$ cat config.mk
export PLATFORM = sky130hd
export DESIGN_NAME = jbcd_ctrl
export DESIGN_NICKNAME = d
export VERILOG_FILES = /design/src/rtl/jbcd_pkg.sv /design/src/rtl/jbcd_ctrl.sv
export SDC_FILE = /design/constraint.sdc
export NUM_CORES = 1
export LEC_CHECK = 0
export BUFFER_PORTS_ARGS = -buffer_cell sky130_fd_sc_hd__buf_2
export CAP_MARGIN = 15
export CORE_AREA = 2 2 39 41
export CTS_CLUSTER_SIZE = 8
export DETAILED_ROUTE_END_ITERATION = 6
export DIE_AREA = 0 0 41 43
export SLEW_MARGIN = 10
export SYNTH_ARGS = -nofsm -noshare
export SYNTH_HDL_FRONTEND = slang
export SYNTH_SLANG_ARGS = --single-unit
export TNS_END_PERCENT = 10
$ cat constraint.sdc
create_clock -name clk -period 1.9 [get_ports clk]
set_clock_uncertainty 0.15 [all_clocks]
set_input_delay 0.38 -clock clk [delete_from_list [all_inputs] [get_ports clk]]
set_output_delay 0.38 -clock clk [all_outputs]
set_load 0.01 [all_outputs]
$ cat src/rtl/jbcd_pkg.sv
// shared types, constants and tables for the block coefficient decoder
package jbcd_pkg;

    localparam int BLOCK_SIDE    = 8;
    localparam int CHANNEL_COUNT = 4;
    localparam int QUANT_TABLES  = 4;
    localparam int COEFS         = BLOCK_SIDE * BLOCK_SIDE;

    localparam int POS_W   = 6;
    localparam int COEF_W  = 48;
    localparam int CHAN_W  = 2;
    localparam int SYM_W   = 8;
    localparam int AMP_W   = 15;
    localparam int TNUM_W  = 2;
    localparam int SLOT_W  = 6;
    localparam int WORD_W  = 16;
    localparam int PRED_W  = 32;
    localparam int EXT_W   = 16;
    localparam int QSEL_W  = 8;
    localparam int S_DATA_W = 56;
    localparam int M_DATA_W = 56;

    // largest amplitude size
    localparam logic [3:0] SIZE_MAX = 4'd15;

    // register map, index into the register list
    localparam logic REG_QUANT_SELECT = 1'b0;

    typedef enum logic [1:0] {
        OP_LOAD   = 2'd0,
        OP_DECODE = 2'd1,
        OP_CLEAR  = 2'd2,
        OP_NONE   = 2'd3
    } op_t;

    typedef enum logic [2:0] {
        ST_IDLE,
        ST_DECODE,
        ST_FETCH,
        ST_EMIT,
        ST_EOB_FETCH,
        ST_EOB_EMIT,
        ST_ERROR
    } state_t;

    typedef struct packed {
        logic item_load;
        logic q_write;
        logic pred_clear;
        logic start_dc;
        logic start_ac;
        logic start_eob;
        logic emit;
        logic emit_err;
    } cmd_t;

    typedef struct packed {
        logic count_zero;
        logic is_eob;
        logic overrun;
        logic ch_ok;
        logic zeros_zero;
        logic count_last;
        logic out_free;
    } sts_t;

    localparam logic [POS_W-1:0] ZZ_TO_NAT [COEFS] = '{
        6'd0,  6'd1,  6'd8,  6'd16, 6'd9,  6'd2,  6'd3,  6'd10,
        6'd17, 6'd24, 6'd32, 6'd25, 6'd18, 6'd11, 6'd4,  6'd5,
        6'd12, 6'd19, 6'd26, 6'd33, 6'd40, 6'd48, 6'd41, 6'd34,
        6'd27, 6'd20, 6'd13, 6'd6,  6'd7,  6'd14, 6'd21, 6'd28,
        6'd35, 6'd42, 6'd49, 6'd56, 6'd57, 6'd50, 6'd43, 6'd36,
        6'd29, 6'd22, 6'd15, 6'd23, 6'd30, 6'd37, 6'd44, 6'd51,
        6'd58, 6'd59, 6'd52, 6'd45, 6'd38, 6'd31, 6'd39, 6'd46,
        6'd53, 6'd60, 6'd61, 6'd54, 6'd47, 6'd55, 6'd62, 6'd63
    };

endpackage

$ cat src/rtl/jbcd_ctrl.sv
// controller state machine sequencing decode, expansion and result transfers
module jbcd_ctrl (
    input  logic           clk,
    input  logic           rst_n,
    input  logic           in_valid,
    output logic           in_ready,
    input  logic [1:0]     in_op,
    input  jbcd_pkg::sts_t sts,
    output jbcd_pkg::cmd_t cmd
);
    import jbcd_pkg::*;

    state_t state_reg;
    state_t state_next;
    logic   accept;

    assign in_ready = (state_reg == ST_IDLE);
    assign accept   = in_valid && in_ready;

    always_ff @(posedge clk or negedge rst_n)
    begin
        if (!rst_n)
        begin
            state_reg <= ST_IDLE;
        end
        else
        begin
            state_reg <= state_next;
        end
    end

    always_comb
    begin
        state_next = state_reg;
        cmd        = '0;
        case (state_reg)
            ST_IDLE:
            begin
                if (accept)
                begin
                    case (op_t'(in_op))
                        OP_LOAD:   cmd.q_write = 1'b1;
                        OP_CLEAR:  cmd.pred_clear = 1'b1;
                        OP_DECODE:
                        begin
                            cmd.item_load = 1'b1;
                            state_next    = ST_DECODE;
                        end
                        default:   ;
                    endcase
                end
            end
            ST_DECODE:
            begin
                if (sts.count_zero)
                begin
                    if (sts.ch_ok)
                    begin
                        cmd.start_dc = 1'b1;
                        state_next   = ST_FETCH;
                    end
                    else
                    begin
                        state_next = ST_IDLE;
                    end
                end
                else if (sts.is_eob)
                begin
                    cmd.start_eob = 1'b1;
                    state_next    = ST_EOB_FETCH;
                end
                else if (sts.overrun)
                begin
                    state_next = ST_ERROR;
                end
                else
                begin
                    cmd.start_ac = 1'b1;
                    state_next   = ST_FETCH;
                end
            end
            ST_FETCH:
            begin
                state_next = ST_EMIT;
            end
            ST_EMIT:
            begin
                if (sts.out_free)
                begin
                    cmd.emit   = 1'b1;
                    state_next = sts.zeros_zero ? ST_IDLE : ST_FETCH;
                end
            end
            ST_EOB_FETCH:
            begin
                state_next = ST_EOB_EMIT;
            end
            ST_EOB_EMIT:
            begin
                if (sts.out_free)
                begin
                    cmd.emit   = 1'b1;
                    state_next = sts.count_last ? ST_IDLE : ST_EOB_FETCH;
                end
            end
            ST_ERROR:
            begin
                if (sts.out_free)
                begin
                    cmd.emit_err = 1'b1;
                    state_next   = ST_IDLE;
                end
            end
            default:
            begin
                state_next = ST_IDLE;
            end
        endcase
    end

`ifndef SYNTH
    a_one_result: assert property (@(posedge clk) disable iff (!rst_n)
        !(cmd.emit && cmd.emit_err))
        else $error("two results loaded in one cycle");

    a_result_room: assert property (@(posedge clk) disable iff (!rst_n)
        (cmd.emit || cmd.emit_err) |-> sts.out_free)
        else $error("result loaded over an untaken result");

    a_decode_follows: assert property (@(posedge clk) disable iff (!rst_n)
        (accept && in_op == OP_DECODE) |=> state_reg == ST_DECODE)
        else $error("decode transfer not followed by decode step");
`endif

endmodule

==> metrics <==
status=complete, but fails checks; failing checks=negative setup slack; Post-Place Cell Area=452 um2; Tot GR Track Use=11.0%; first-pass GRT wire length=1290 um; Fmax=513 MHz; Crit Path Max Fanout=3; Hold Crit Class=in -> async; Tmin final=1.95 ns; pre-CTS WS=0.102 ns; final worst-path cycle share=103%; Iter 0 DRT Violations=2; DR vias=371; Post-synth EDFFs=0; clock slew at reported path FFs=~0.040 ns; endpoints failing setup=1; max reg flops=3; number of synthesis warnings=0; async set-reset flop share out of synthesis=100%; Clock Sinks=3; Max Slew Vio Count=0; CTS tree=done; synthesized cell area=between 300 and 400 um2; Vias/cell=4.52; post-synthesis sequential element count=3; startpoint class of the critical path=register; peak supply drop=0.559 mV; Synth top area share=a little under a quarter; Bufs on Longest Clock Path=2; commonest cells after routing, fill and taps aside=20 x buf_2, 6 x nor2_1; critical path required time=1.37 ns; sequential share of power=16.6%; # placed instances=76; detailed-route DRC error count=0; Detail Placement HPWL=about 610 um; # rows=14; most common cell after layout, fill and taps aside=buf_2; synthesized instance count=39; H-tree depth=1; ANT nets after route=0; pin count of the biggest net entering global routing=11; Critical Path AT=1.42 ns; R2R depth=5; clock root buffer=clkbuf_4; CTS buffer count=3; initial antenna violation count=0; Routed WL=808 um; Slew Limit Headroom=a little under nine tenths; Hold WS=0.323 ns; Worst R2R Start=state_reg[0]; Leak=0.260 nW; main area contributors after synthesis=dfrtp_1 23%, nor2_1 6.9%, buf_4 4.6%; vias in the first global route=339; clk_lat worst skew=0.23 ns; antenna diode count=0; final worst slack=-0.0487 ns; Synth area leader=dfrtp_1; reg2reg setup slack=0.28 ns; Least-Margin Pin Slew=0.215 ns; die area=1760 um2; pwr/cell area=1340 nW/um2; initial core utilization=23.7%; final std cells w/o fill=82; core area=1380 um2; Seq/Total Area, Yosys=22.9%; area delta synth->final=58.8%; setup TNS=-0.0487 ns; Setup crit end kind=primary output; # IOs=21; clock network fraction of design power=between 10% and 20%; Die W=41 um; Gate power share=67.7%; kind of critical path=reg -> out; Avg Cell Area, Syn=between 8 and 9 um2; switching portion of total power=41.7%; Die H=43 um; post-layout net count=79; top_reg_cell synth=dfrtp_1; Post-Layout Inst Area=520 um2; syn_nets=51; global placement routability congestion=0.843; drt pass-1 iters=2; fillcell total=148; wire length per cell=9.85 um; layout cells sized above 1=~55%; hold violation count in the final report=0; distinct cell type count after synthesis=29; RSZ-0062 raised after global routing=yes; P_sw=0.292 mW; Port Buffer Count=20; max cap viols=0; cell internal pwr=0.408 mW; grt ovf=0; R2R Path End=state_reg[1]
-- repair_timing --
action / in CTS / in global routing
pin swaps: 2 / 1
hold buffers: 1 / 0
setup buffers: 1 / 0
setup endpoints to repair: 4 / 4
resized for setup: 3 / 2
endpoints found under the hold margin: 3 / 0
-- metal layers --
layer  wire length (um)  GRT usage, %
met5                  0             0
met4                  0          8.00
met3                 30          3.14
met2                449          17.2
met1                328          11.7
-- cell families after synthesis --
logic type | synth area share [%]
buffers and inverters | 9.16
flip-flops | 22.9
multiplexers | 3.43
AND/OR/NAND/NOR | 41.6
XOR/XNOR | 5.34
AO/OA/AOI/OAI | 17.6
-- worst max-delay path by stage --
stage | start | to | slack (ns) | cells after the start
3_5_place_dp | sts[6] | cmd[3] | 0.10 | 4
6_report | state_reg[1] | cmd[3] | -0.05 | 3
2_1_floorplan | state_reg[2] | cmd[3] | 0.04 | 3
5_1_grt | state_reg[1] | cmd[3] | -0.09 | 3
3_3_place_gp | sts[6] | cmd[3] | 0.12 | 4
4_1_cts | state_reg[1] | cmd[3] | -0.02 | 3
-- synth_stat cells, types with 2 or more instances --
master	count
buf_4	2
nor2_1	6
nand2_1	3
dfrtp_1	3
-- per-stage QoR --
step,power [mW],utilization (%)
floorplan,0.441,-
global placement,0.539,32.6
detailed placement,0.540,32.6
CTS,0.702,36.9
global route,0.767,37.6
finish,0.699,37.6
-- cell type report --
type / instances / area [um2] / area share, %
Sequential cell: 3 / 75.1 / 14.4
Inverter: 1 / 3.75 / 0.721
Tap cell: 16 / 20.0 / 3.85
Clock buffer: 4 / 26.3 / 5.05
Timing Repair Buffer: 26 / 155 / 29.8
Multi-Input combinational cell: 32 / 240 / 46.2
-- critical path, cell delays in order (launching register included) --
cell	delay, ns
dfrtp_1	0.38
or4b_4	0.54
nor3_2	0.13
buf_2	0.15
-- power groups by stage --
stage	clock network (mW)	logic [mW]	registers, mW
6_report	0.109	0.474	0.116
5_1_grt	0.120	0.525	0.122
4_1_cts	0.117	0.469	0.116
3_5_place_dp	0	0.421	0.119
3_3_place_gp	0	0.418	0.120
2_1_floorplan	0	0.331	0.110
Note: power is estimated with default switching activity, not from simulation.
